`config.mk`:
```
export PLATFORM = sky130hd
export DESIGN_NAME = imu_yaw_frame_qualifier
export DESIGN_NICKNAME = d
export VERILOG_FILES = /design/src/rtl/iyfq_pkg.sv /design/src/rtl/iyfq_yaw_conv.sv /design/src/rtl/imu_yaw_frame_qualifier.sv
export SDC_FILE = /design/constraint.sdc
export NUM_CORES = 1
export LEC_CHECK = 0
export BUFFER_PORTS_ARGS = -buffer_cell sky130_fd_sc_hd__buf_2
export CORE_MARGIN = 2
export CORE_UTILIZATION = 35
export CTS_BUF_LIST = sky130_fd_sc_hd__clkbuf_4 sky130_fd_sc_hd__clkbuf_8
export DETAILED_ROUTE_END_ITERATION = 12
export GPL_TIMING_DRIVEN = 0
export SYNTH_ARGS = -nofsm -noshare
export SYNTH_HDL_FRONTEND = slang
export SYNTH_HIERARCHICAL = 1
export SYNTH_SLANG_ARGS = --single-unit
```
`constraint.sdc`:
```
create_clock -name clk -period 24.1 [get_ports clk]
set_clock_uncertainty 0.15 [all_clocks]
set_input_delay 2.41 -clock clk [delete_from_list [all_inputs] [get_ports clk]]
set_output_delay 2.41 -clock clk [all_outputs]
set_load 0.05 [all_outputs]
```
`src/rtl/iyfq_pkg.sv`:
```
// shared types and constants for the imu yaw frame qualifier
// no dependencies
`default_nettype none

package iyfq_pkg;

    localparam int COUNT_WIDTH_DEF = 32;

    localparam int YAW_W = 13;
    localparam int REL_W = 12;
    localparam int CFG_DATA_W = 16;
    localparam int DELAY_W = 16;
    localparam int LIMIT_W = 4;

    // configuration register indexes
    localparam logic CFG_STARTUP_DELAY = 1'b0;
    localparam logic CFG_FAILURE_LIMIT = 1'b1;

    localparam logic [DELAY_W-1:0] STARTUP_DELAY_RST = 16'd5000;
    localparam logic [LIMIT_W-1:0] FAILURE_LIMIT_RST = 4'd4;

    // read_kind codes
    localparam logic [1:0] READ_NONE    = 2'd0;
    localparam logic [1:0] READ_VERSION = 2'd1;
    localparam logic [1:0] READ_ANGLE   = 2'd2;

    // 572.957795 in q10.22, rounded
    localparam logic [31:0] YAW_SCALE_Q22 = 32'd2403159171;
    // |yaw| of 6.5 as a single bit pattern, sign dropped
    localparam logic [30:0] YAW_LIMIT_BITS = 31'h40D00000;

    typedef struct packed {
        logic                    in_range;
        logic signed [YAW_W-1:0] tenths;
    } yaw_conv_t;

endpackage

`default_nettype wire

```
`src/rtl/iyfq_yaw_conv.sv`:
```
// single-precision yaw (radians) to tenths of a degree, range check included
// depends on iyfq_pkg
`default_nettype none

module iyfq_yaw_conv
(
    input  wire logic [31:0]      yaw_bits,
    output iyfq_pkg::yaw_conv_t   conv
);

    logic [7:0]  expo;
    logic [23:0] mant;
    logic [55:0] prod;
    logic [7:0]  shift_full;
    logic [5:0]  shift_amt;
    logic [55:0] shifted;
    logic [13:0] rnd;
    logic [12:0] mag;
    logic        tiny;

    assign expo = yaw_bits[30:23];
    assign mant = {(expo != 8'd0), yaw_bits[22:0]};

    // 24 x 32 exact product
    assign prod = 56'(mant) * 56'(iyfq_pkg::YAW_SCALE_Q22);

    // below exponent 116 the result rounds to zero (subnormals too)
    assign tiny       = (expo < 8'd116);
    assign shift_full = 8'd171 - expo;
    assign shift_amt  = shift_full[5:0];
    assign shifted    = prod >> shift_amt;

    // keep one extra bit, then round half away from zero
    assign rnd = shifted[13:0] + 14'd1;
    assign mag = tiny ? 13'd0 : rnd[13:1];

    assign conv.in_range = (yaw_bits[30:0] <= iyfq_pkg::YAW_LIMIT_BITS);
    assign conv.tenths   = yaw_bits[31] ? -$signed(mag) : $signed(mag);

endmodule

`default_nettype wire

```
`src/rtl/imu_yaw_frame_qualifier.sv`:
```
// imu yaw frame qualifier top level: input register, qualification pass, state
// depends on iyfq_pkg and iyfq_yaw_conv
`default_nettype none

// Qualifies one sensor frame per transaction. A transaction is taken into an
// input register, qualified in one pass against the block state (warm-up,
// version capture, yaw decode with range check and scaling, failure counting)
// and the updated state is presented as the result from the state registers,
// behind the input register; a new transaction is accepted every cycle while
// the result side keeps up. The state registers double as the result
// register: they only advance when the result slot is free, so a stalled
// result holds. Configuration writes (startup delay, failure limit) take
// effect at once and are meant to be issued while no transaction is in
// flight. The relative yaw is wrapped into (-180.0, 180.0] degrees, in
// tenths, straight from the stored yaw and reference.

module imu_yaw_frame_qualifier
#(
    parameter int COUNT_WIDTH = iyfq_pkg::COUNT_WIDTH_DEF
)
(
    input  wire logic                                  clk,
    input  wire logic                                  rst_n,

    // configuration
    input  wire logic                                  cfg_write,
    input  wire logic                                  cfg_index,
    input  wire logic [iyfq_pkg::CFG_DATA_W-1:0]       cfg_data,

    // frame input
    input  wire logic                                  in_valid,
    output      logic                                  in_stall,
    input  wire logic                                  action,
    input  wire logic [31:0]                           now_ms,
    input  wire logic                                  read_ok,
    input  wire logic [23:0]                           version_bytes,
    input  wire logic [31:0]                           yaw_bits,

    // result output
    output      logic                                  out_valid,
    input  wire logic                                  out_stall,
    output      logic                                  ready_res,
    output      logic                                  warming_up,
    output      logic                                  version_valid,
    output      logic [1:0]                            read_kind,
    output      logic signed [iyfq_pkg::YAW_W-1:0]     yaw_tenths,
    output      logic signed [iyfq_pkg::REL_W-1:0]     relative_yaw_tenths,
    output      logic [COUNT_WIDTH-1:0]                good_frames,
    output      logic [COUNT_WIDTH-1:0]                bad_frames,
    output      logic [23:0]                           version_out
);

    localparam int YW = iyfq_pkg::YAW_W;
    localparam int DW = YW + 1;

    localparam logic signed [DW-1:0] HALF_TURN    = DW'(1800);
    localparam logic signed [DW-1:0] FULL_TURN    = DW'(3600);
    localparam logic signed [DW-1:0] ONE_HALF     = DW'(5400);
    localparam logic signed [DW-1:0] TWO_TURNS    = DW'(7200);

    // configuration registers
    logic [iyfq_pkg::DELAY_W-1:0] delay_reg;
    logic [iyfq_pkg::LIMIT_W-1:0] limit_reg;

    // input register
    logic        s1_valid_reg,  s1_valid_next;
    logic        s1_action_reg;
    logic [31:0] s1_now_reg;
    logic        s1_ok_reg;
    logic [23:0] s1_ver_reg;
    logic [31:0] s1_bits_reg;

    // block state, also the result register
    logic                       out_valid_reg, out_valid_next;
    logic [1:0]                 kind_reg,      kind_next;
    logic                       warm_reg,      warm_next;
    logic                       ver_flag_reg,  ver_flag_next;
    logic [23:0]                ver_store_reg, ver_store_next;
    logic                       ready_reg,     ready_next;
    logic [iyfq_pkg::LIMIT_W-1:0] run_reg,     run_next;
    logic [COUNT_WIDTH-1:0]     good_reg,      good_next;
    logic [COUNT_WIDTH-1:0]     bad_reg,       bad_next;
    logic signed [YW-1:0]       yaw_reg,       yaw_next;
    logic signed [YW-1:0]       ref_reg,       ref_next;

    logic                       out_free;
    logic                       advance;
    logic                       take_in;
    logic                       active;
    logic                       fail;
    logic [iyfq_pkg::LIMIT_W-1:0] run_inc;
    logic signed [DW-1:0]       delta;
    logic signed [DW-1:0]       delta_wrap;

    iyfq_pkg::yaw_conv_t        conv;

    iyfq_yaw_conv u_conv
    (
        .yaw_bits (s1_bits_reg),
        .conv     (conv)
    );

    // handshake: the result slot frees when empty or taken this cycle
    assign out_free = !out_valid_reg || !out_stall;
    assign advance  = s1_valid_reg && out_free;
    assign in_stall = s1_valid_reg && !out_free;
    assign take_in  = in_valid && !in_stall;

    always_comb
    begin
        s1_valid_next = s1_valid_reg;
        if (take_in)
        begin
            s1_valid_next = 1'b1;
        end
        else if (advance)
        begin
            s1_valid_next = 1'b0;
        end
    end

    always_comb
    begin
        out_valid_next = out_valid_reg;
        if (out_free)
        begin
            out_valid_next = s1_valid_reg;
        end
    end

    // qualification pass for the transaction in the input register
    always_comb
    begin
        kind_next      = iyfq_pkg::READ_NONE;
        warm_next      = warm_reg;
        ver_flag_next  = ver_flag_reg;
        ver_store_next = ver_store_reg;
        ready_next     = ready_reg;
        run_next       = run_reg;
        good_next      = good_reg;
        bad_next       = bad_reg;
        yaw_next       = yaw_reg;
        ref_next       = ref_reg;
        active         = 1'b0;
        fail           = 1'b0;
        run_inc        = (run_reg < limit_reg) ? run_reg + 1'b1 : run_reg;

        if (s1_action_reg)
        begin
            // capture the current yaw as reference, nothing else moves
            ref_next = yaw_reg;
        end
        else if (warm_reg)
        begin
            if (s1_now_reg >= 32'(delay_reg))
            begin
                warm_next = 1'b0;
                active    = 1'b1;
            end
        end
        else
        begin
            active = 1'b1;
        end

        if (active)
        begin
            if (!ver_flag_reg)
            begin
                kind_next = iyfq_pkg::READ_VERSION;
                if (s1_ok_reg)
                begin
                    ver_store_next = s1_ver_reg;
                    ver_flag_next  = 1'b1;
                    run_next       = '0;
                end
                else
                begin
                    fail = 1'b1;
                end
            end
            else
            begin
                kind_next = iyfq_pkg::READ_ANGLE;
                if (!s1_ok_reg || !conv.in_range)
                begin
                    fail = 1'b1;
                end
                else
                begin
                    yaw_next   = conv.tenths;
                    run_next   = '0;
                    ready_next = 1'b1;
                    // first good angle becomes the reference
                    if (good_reg == '0)
                    begin
                        ref_next = conv.tenths;
                    end
                    if (!(&good_reg))
                    begin
                        good_next = good_reg + 1'b1;
                    end
                end
            end
        end

        if (fail)
        begin
            if (!(&bad_reg))
            begin
                bad_next = bad_reg + 1'b1;
            end
            run_next = run_inc;
            if (run_inc >= limit_reg)
            begin
                ready_next = 1'b0;
            end
        end
    end

    // configuration registers
    always_ff @(posedge clk or negedge rst_n)
    begin
        if (!rst_n)
        begin
            delay_reg <= iyfq_pkg::STARTUP_DELAY_RST;
            limit_reg <= iyfq_pkg::FAILURE_LIMIT_RST;
        end
        else if (cfg_write)
        begin
            case (cfg_index)
                iyfq_pkg::CFG_STARTUP_DELAY: delay_reg <= cfg_data[iyfq_pkg::DELAY_W-1:0];
                iyfq_pkg::CFG_FAILURE_LIMIT: limit_reg <= cfg_data[iyfq_pkg::LIMIT_W-1:0];
                default:                     delay_reg <= delay_reg;
            endcase
        end
    end

    // input register: payload unreset
    always_ff @(posedge clk)
    begin
        if (take_in)
        begin
            s1_action_reg <= action;
            s1_now_reg    <= now_ms;
            s1_ok_reg     <= read_ok;
            s1_ver_reg    <= version_bytes;
            s1_bits_reg   <= yaw_bits;
        end
    end

    always_ff @(posedge clk or negedge rst_n)
    begin
        if (!rst_n)
        begin
            s1_valid_reg  <= 1'b0;
            out_valid_reg <= 1'b0;
        end
        else
        begin
            s1_valid_reg  <= s1_valid_next;
            out_valid_reg <= out_valid_next;
        end
    end

    // state advances only together with the result slot
    always_ff @(posedge clk or negedge rst_n)
    begin
        if (!rst_n)
        begin
            kind_reg      <= iyfq_pkg::READ_NONE;
            warm_reg      <= 1'b1;
            ver_flag_reg  <= 1'b0;
            ver_store_reg <= '0;
            ready_reg     <= 1'b0;
            run_reg       <= '0;
            good_reg      <= '0;
            bad_reg       <= '0;
            yaw_reg       <= '0;
            ref_reg       <= '0;
        end
        else if (advance)
        begin
            kind_reg      <= kind_next;
            warm_reg      <= warm_next;
            ver_flag_reg  <= ver_flag_next;
            ver_store_reg <= ver_store_next;
            ready_reg     <= ready_next;
            run_reg       <= run_next;
            good_reg      <= good_next;
            bad_reg       <= bad_next;
            yaw_reg       <= yaw_next;
            ref_reg       <= ref_next;
        end
    end

    // relative yaw, wrapped into (-1800, 1800]; the difference stays within +/-7448, so one correction suffices
    assign delta = DW'(yaw_reg) - DW'(ref_reg);

    always_comb
    begin
        if (delta > ONE_HALF)
        begin
            delta_wrap = delta - TWO_TURNS;
        end
        else if (delta > HALF_TURN)
        begin
            delta_wrap = delta - FULL_TURN;
        end
        else if (delta <= -ONE_HALF)
        begin
            delta_wrap = delta + TWO_TURNS;
        end
        else if (delta <= -HALF_TURN)
        begin
            delta_wrap = delta + FULL_TURN;
        end
        else
        begin
            delta_wrap = delta;
        end
    end

    assign out_valid           = out_valid_reg;
    assign ready_res           = ready_reg;
    assign warming_up          = warm_reg;
    assign version_valid       = ver_flag_reg;
    assign read_kind           = kind_reg;
    assign yaw_tenths          = yaw_reg;
    assign relative_yaw_tenths = delta_wrap[iyfq_pkg::REL_W-1:0];
    assign good_frames         = good_reg;
    assign bad_frames          = bad_reg;
    assign version_out         = ver_store_reg;

endmodule

`default_nettype wire

```
==> Word level (Yosys, flattened, before mapping) <==
Cells that the tools add are included.
Widths: inputs -> output; s select.
{ "word_totals": {"reg_bits": 235, "inputBits": 112, "output_inout_bits": 120} }
{ "classes": {"add_sub_neg": 11, "multipliers": 1, "n_lt_le_gt_ge": 9, "n_eq_ne": 1, "n_shift": 1, "muxes": 37, "bitwise_logic": 6, "n_reduce_logical": 27} }
{ "ops": {"columns": ["cell", "count"], "rows": [
  ["$mux 13", 7],
  ["$add 32x1->32 const B", 2],
  ["$reduce_and 32->1", 2],
  ["$mul 24x32->56 const B", 1],
  ["$shr 56x6->14", 1],
  ["$mux 12", 4],
  ["$ge 32x16->1", 1],
  ["$logic_not 32->1", 1],
  ["$le 31x31->1 const B", 1],
  ["$mux 4", 6],
  ["$mux 1", 18],
  ["$add 14x1->14 const B", 1],
  ["$gt 14x12->1 const B", 1],
  ["$gt 14x14->1 const B", 1],
  ["$le 14x12->1 const B", 1],
  ["$le 14x14->1 const B", 1],
  ["$sub 13x13->14", 1],
  ["$neg 13->13", 1],
  ["$add 12x10->12 const B", 1],
  ["$add 12x11->12 const B", 1],
  ["$reduce_and 4->1", 3],
  ["$sub 12x10->12 const B", 1],
  ["$sub 12x11->12 const B", 1],
  ["$lt 8x7->1 const B", 1],
  ["16 further kinds", 34]
]} }

==> Logic depth before layout (Yosys ltp) <==
Gate-level depths: netlist (run 1).
{ "depth": {"word_depth": 11, "mapped_depth": 41} }

==> Cells and area by module <==
Netlist (run 1), hierarchy kept.
{ "modules_own_cells": {"columns": ["mod", "n_inst", "cells_each", "area_each_um2", "seq_area_each_um2"], "rows": [
  ["iyfq_yaw_conv", 1, 2240, 18532.8, 0.0],
  ["imu_yaw_frame_qualifier", 1, 948, 11268.3, 6339.8]
]} }

==> Worst setup path after synthesis (run 1) <==
No wires, ideal clock.
{ "synth_timing": {"kind": "register -> register", "startpoint": "reg s1_bits_reg[25]", "endpoint": "reg yaw_reg[12] (netlist: yaw_tenths[12])", "setup_time_ps": 125, "t_arrival_ps": 10117, "t_required_ps": 23825, "setup_slack_ps": 13708, "path_stages_with_launch": 36, "path_buffers": 4, "period_less_slack_ps": 10392, "cell_sequence": "edfxtp_1 -> inv_1 -> clkbuf_1 -> clkbuf_1 -> buf_1 -> ha_1 -> nand4b_1 -> ha_1 -> fa_1 -> fa_1 -> inv_1 -> fa_1 -> fa_1 -> inv_1 -> fa_1 -> inv_1 -> fa_1 -> ha_1 -> buf_2 -> a21oi_1 -> o21ai_0 -> nor2_1 -> a21oi_1 -> o21ba_2 -> mux2_1 -> a211o_1 -> mux2_2 -> a2111oi_0 -> a211oi_2 -> nand3_4 -> nor2_1 -> xor2_1 -> a2111o_1 -> o41ai_2 -> xnor2_1 -> mux2_2"} }
{ "synth_rtl": {"columns": ["element", "line", "text"], "rows": [
  ["start: declaration", "imu_yaw_frame_qualifier.sv:71", "logic [31:0] s1_bits_reg;"],
  ["start signal: assignment", "imu_yaw_frame_qualifier.sv:248", "s1_bits_reg <= yaw_bits;"],
  ["end signal: assignment", "imu_yaw_frame_qualifier.sv:292", "yaw_reg <= yaw_next;"],
  ["end: declaration", "imu_yaw_frame_qualifier.sv:83", "logic signed [YW-1:0] yaw_reg, yaw_next;"]
]} }

==> summary.md, run 1 <==
| Metric | Value |
|---|---|
| Routed length per instance | about 22 um |
| Die area | 87500 um^2 |
| Clock Sinks | around 240 |
| Commonest non-fill, non-tap cell in the layout | inv_1 |
| Seq cells post-synth | ~240 |
| Post-synth EDFFs | 90 |
| Clock Tree Buf Depth | 3 |
| Main synth FF type | dfrtp_1 |
| Most frequent cells in the layout | inv_1, ha_1, buf_2 |
| Cell mode on critical path | fa_1 |
| Post-CTS Setup Repair Bufs | 0 |
| Largest net degree at the start of global routing | 95 |
| Outcome | finished, final reports clean |
| Starting DRT DRC Count | between 2000 and 2500 |
| Fin. max-slew vios | 0 |
| HP Class | reg2reg |
| Slowest cell delay on critical path | between 0.8 and 0.9 ns |
| I/O Pins | about 230 |
| Synth warn | 6 |
| Worst setup SP type | flop |
| Rows | ~110 |
| Fraction of layout cells with a size suffix above 1 | about 16% |
| Routed wl met3 | around 8800 um |
| Slew HR | between 15 and 20% |
| Hold Vio Cnt, Final | 0 |
| Critical path arrival | between 10 and 15 ns |
| Die W | roughly 300 um |
| Fin Setup TNS | 0 ns |
| Final nets | between 4000 and 5000 |
| RSZ-0062 raised after global routing | no |
| CP Capture Type | flop |
| Post-layout worst setup margin | roughly 9.8 ns |
| Worst-Margin Slew | 1.24 ns |
| Starting Density | about a third |
| F_max | roughly 0.070 GHz |
| Worst Path Max Fanout | 11 |
| Hold Buf Count CTS | 0 |
| # setup viols final | 0 |
| Area grow syn2layout | 12.1% |
| TritonCTS clock tree | done |
| Cell Area, Synth | slightly below 30000 um^2 |
| First-pass GRT wire length | ~150000 um |
| Core area | approximately 85000 um^2 |
| Dpl ws | 10.38 ns |
| Critical path required time | ~24 ns |
| Drc violations | 0 |
| Clock slew at reported path FFs | around 0.060 ns |
| Final wirelength | between 100000 and 150000 um |
| Filler cells | between 8000 and 9000 |
| TritonCTS buffer count | 42 |
| CTS resizes | 0 |
| Total vias in the final route | 26000 |
| WS Path Type | reg2reg |
| Number of distinct library cells after synthesis | 128 |
| Wl on met1 | 43100 um |
| Top Layer Used | met5 |
| Post-Syn Nets | 3891 |
| Die Ht | roughly 300 um |
| Vias in the first global route | roughly 26000 |
| Cell count after synthesis | 3188 |
| Seq/Total Area, Yosys | a little over a fifth |
| Reg area | roughly 6300 um^2 |
| Worst skew pair latency | roughly 0.66 ns |
| ANT nets after route | 0 |
| Port bufs | 231 |
| Max stage delay cell, worst path | buf_1 |
| H-tree depth | 2 |
| Pre-antenna DRT Iters | 6 |
| Clock root buffer | clkbuf_8 |
| Metal2 WL | approximately 46000 um |
| Initial antenna violation count | 15 |
| Total congestion overflow | 0 |
| Syn Area/Cell | about 9.3 um^2 |
| Number of max-cap violations | 0 |
| RePlAce Congestion | just under 1 |
| Post-DP HPWL | around 83000 um |
| GRT Resource Usage Total | roughly 23% |
| Asr flop ratio synth | around 60% |
| Routed vias/inst | ~5.6 |
| Final Cycle Share | 59.3% |
| Area of the multi-input gates | between 20000 and 25000 um^2 |
| Clock period minus worst slack | roughly 14 ns |
==> logic make-up after synthesis <==
group           synth area share [%]
simple gates                    14.2
compound gates                  17.4
fa+ha+maj                       31.0
buf+inv                         7.65
flops                           21.3
xor+xnor                        4.02
mux                             4.45
==> metal layers <==
| metal | vias to the layer above | track usage (%) |
|---|---|---|
| met2 | 1044 | 36.3 |
| met5 | - | 0 |
| met1 | 12800 | 30.6 |
| li1 | 11900 | - |
| met3 | 185 | 5.85 |
| met4 | 12 | 7.76 |
==> critical path: cells and delay by family (launching register included) <==
kind | cells | cell delay (ns)
fa+ha+maj | 9 | 4.47
compound gates | 9 | 3.64
buf+inv | 8 | 2.81
simple gates | 6 | 1.90
flops | 1 | 0.48
xor+xnor | 2 | 0.37
mux | 1 | 0.34
==> Yosys cell counts, types with 39 or more instances <==
cell type | count | area (um^2)
inv_1 | 445 | 1670
nand2_1 | 246 | 923
nor2_1 | 167 | 627
dfrtp_1 | 138 | 3450
mux2_2 | 58 | 653
fa_1 | 244 | 4880
xor2_1 | 53 | 464
o21ai_0 | 107 | 536
a21oi_1 | 122 | 611
edfxtp_1 | 90 | 2700
clkbuf_1 | 64 | 240
nand4_1 | 66 | 413
ha_1 | 347 | 4340
buf_2 | 39 | 195
nand3_1 | 74 | 370
xnor2_1 | 82 | 718
nor3_1 | 67 | 335
==> layout make-up <==
class,instances,share of cell area [%]
Clock inverter,16,0.554
Multi-Input combinational cell,2380,63.4
Sequential cell,235,19.0
Timing Repair Buffer,233,3.64
Clock buffer,62,2.27
Buffer,124,1.77
Antenna cell,9,0.0674
Tap cell,1144,4.28
Inverter,449,5.06
==> through the flow <==
stage | utilization (%) | hold slack (ns) | std cells | area, um^2
finish | 39.4 | 0.280 | 4652 | 33400
global route | 39.4 | 0.286 | 4651 | 33400
CTS | 39.4 | 0.274 | 4643 | 33400
detailed placement | 38.3 | 0.313 | 4565 | 32500
global placement | 38.2 | 0.306 | 4563 | 32400
floorplan | - | 0.305 | 3188 | 29800
==> final timing paths <==
path                            slack [ns]             from         endpoint  cells past startpoint
worst min-delay path                  0.28   s1_ver_reg[18]  version_out[18]                      1
min in group asynchronous             1.62            rst_n  good_frames[16]                      1
worst max-delay path                  9.81  s1_bits_reg[25]      ref_reg[12]                     35
worst max register to register        9.81  s1_bits_reg[25]      ref_reg[12]                     35
worst min register to register        0.28   s1_ver_reg[18]  version_out[18]                      1
max in group asynchronous            21.26            rst_n     delay_reg[9]                      2
Power of run 1 is not shown: default switching activity piles up to over one toggle a cycle in this logic, so the estimate is an artifact.
==> run 2, diff against run 1 <==
==> constraint.sdc (replaced) <==
create_clock -name clk -period 14.5 [get_ports clk]
set_clock_uncertainty 0.15 [all_clocks]
set_input_delay 1.45 -clock clk [delete_from_list [all_inputs] [get_ports clk]]
set_output_delay 1.45 -clock clk [all_outputs]
set_load 0.05 [all_outputs]
==> run 2 against run 1 <==
Against the previous run: final cell count unchanged; die area unchanged; worst hold slack barely moved; global-route usage stayed put; utilization about the same; first-iteration DRC count did not move; sequential share of layout area about the same; flip-flop and latch count unchanged; setup slack got worse by 9.2 ns; critical path depth is the same; register-to-register slack worse by 9.2 ns; count of clock-buffer cells in the layout unchanged; critical path type unchanged.
==> summary.md, run 2 (synthesis results as in run 1) <==
| Metric | Value |
|---|---|
| Outcome | finished, final reports clean |
| Slew HR | approximately 17% |
| Final Cycle Share | ~96% |
| Final wirelength | about 100000 um |
| Commonest non-fill, non-tap cell in the layout | inv_1 |
| Vias in the first global route | roughly 26000 |
| Die W | just under 300 um |
| Worst setup SP type | flop |
| Cell mode on critical path | fa_1 |
| Routed length per instance | around 22 um |
| Largest net degree at the start of global routing | 95 |
| Max stage delay cell, worst path | a2111oi_0 |
| Final nets | about 4200 |
| CP Capture Type | flop |
| Hold Buf Count CTS | 0 |
| GRT Resource Usage Total | 23.0% |
| Starting DRT DRC Count | 2329 |
| RSZ-0062 raised after global routing | no |
| Worst skew pair latency | between 0.6 and 0.7 ns |
| TritonCTS clock tree | done |
| Slowest cell delay on critical path | roughly 0.80 ns |
| Core area | 84700 um^2 |
| Drc violations | 0 |
| ANT nets after route | 0 |
| Clock period minus worst slack | about 14 ns |
| Die Ht | 296 um |
| Number of max-cap violations | 0 |
| I/O Pins | about 230 |
| F_max | 0.0720 GHz |
| Routed vias/inst | between 5 and 6 |
| Clock Sinks | between 200 and 250 |
| # setup viols final | 0 |
| Most frequent cells in the layout | inv_1, ha_1, buf_2 |
| TritonCTS buffer count | 42 |
| H-tree depth | 2 |
| Post-DP HPWL | between 80000 and 90000 um |
| Initial antenna violation count | 15 |
| CTS resizes | 0 |
| Final Util | just under 40% |
| Worst-Margin Slew | roughly 1.2 ns |
| Die area | around 87000 um^2 |
| Fin. max-slew vios | 0 |
| Critical path required time | between 10 and 15 ns |
| Starting Density | 35.2% |
| Critical path arrival | about 14 ns |
| Area grow syn2layout | 12.1% |
| WS Path Type | reg2reg |
| Worst Path Max Fanout | 11 |
| Clock root buffer | clkbuf_8 |
| Rows | between 100 and 150 |
| Fraction of layout cells with a size suffix above 1 | between 15 and 20% |
| Clock Tree Buf Depth | 3 |
| Post-CTS Setup Repair Bufs | 0 |
| Total congestion overflow | 0 |
| First-pass GRT wire length | between 150000 and 200000 um |
| Pre-antenna DRT Iters | 6 |
| Total vias in the final route | approximately 26000 |
| Port bufs | between 200 and 250 |
| Post-layout worst setup margin | roughly 0.6 ns |
| HP Class | reg2reg |
| Hold Vio Cnt, Final | 0 |
| Clock slew at reported path FFs | ~0.06 ns |
| Dpl ws | 0.776 ns |
| Fin Setup TNS | 0 ns |
| RePlAce Congestion | around 1 |
==> run 2: layer usage <==
layer / GRT usage, % / vias up / wire, um
met4: 7.76 / 12 / 3260
met1: 30.6 / 12800 / 43100
li1: - / 11900 / -
met2: 36.3 / 1089 / 45900
met3: 5.85 / 181 / 8950
met5: 0 / - / 79
==> run 2: area by class of cell <==
type | instances | area [um^2]
clock buffer | 62 | 759
multi-input combinational | 2380 | 21200
antenna | 9 | 22.5
sequential | 235 | 6340
inverter | 449 | 1690
clock inverter | 16 | 185
timing repair buffer | 233 | 1220
tap | 1144 | 1430
buffer | 124 | 592
fill | 8512 | 51300
==> run 2: path summary, 6_finish.rpt <==
kind	start	slack, ns	depth (start not counted)	endpoint
hold reg to reg	s1_ver_reg[18]	0.28	1	version_out[18]
setup / recovery	s1_bits_reg[25]	0.60	35	ref_reg[12]
hold / removal	s1_ver_reg[18]	0.28	1	version_out[18]
max in group asynchronous	rst_n	12.62	2	delay_reg[9]
setup reg to reg	s1_bits_reg[25]	0.60	35	ref_reg[12]
min in group asynchronous	rst_n	0.66	1	good_frames[16]
==> run 2: per-stage QoR <==
stage	std cells	cell area [um^2]	hold slack [ns]
finish	4652	33400	0.280
detailed placement	4565	32500	0.313
global placement	4563	32400	0.306
CTS	4643	33400	0.274
global route	4651	33400	0.286
floorplan	3188	29800	0.305
==> run 2: critical path: cells and delay by family (launching register included) <==
kind | cells | cell delay (ns)
fa+ha+maj | 9 | 4.42
compound gates | 9 | 3.64
buf+inv | 8 | 2.48
simple gates | 6 | 1.89
flops | 1 | 0.48
xor+xnor | 2 | 0.37
mux | 1 | 0.34
Power of run 2 is left out for the same reason.
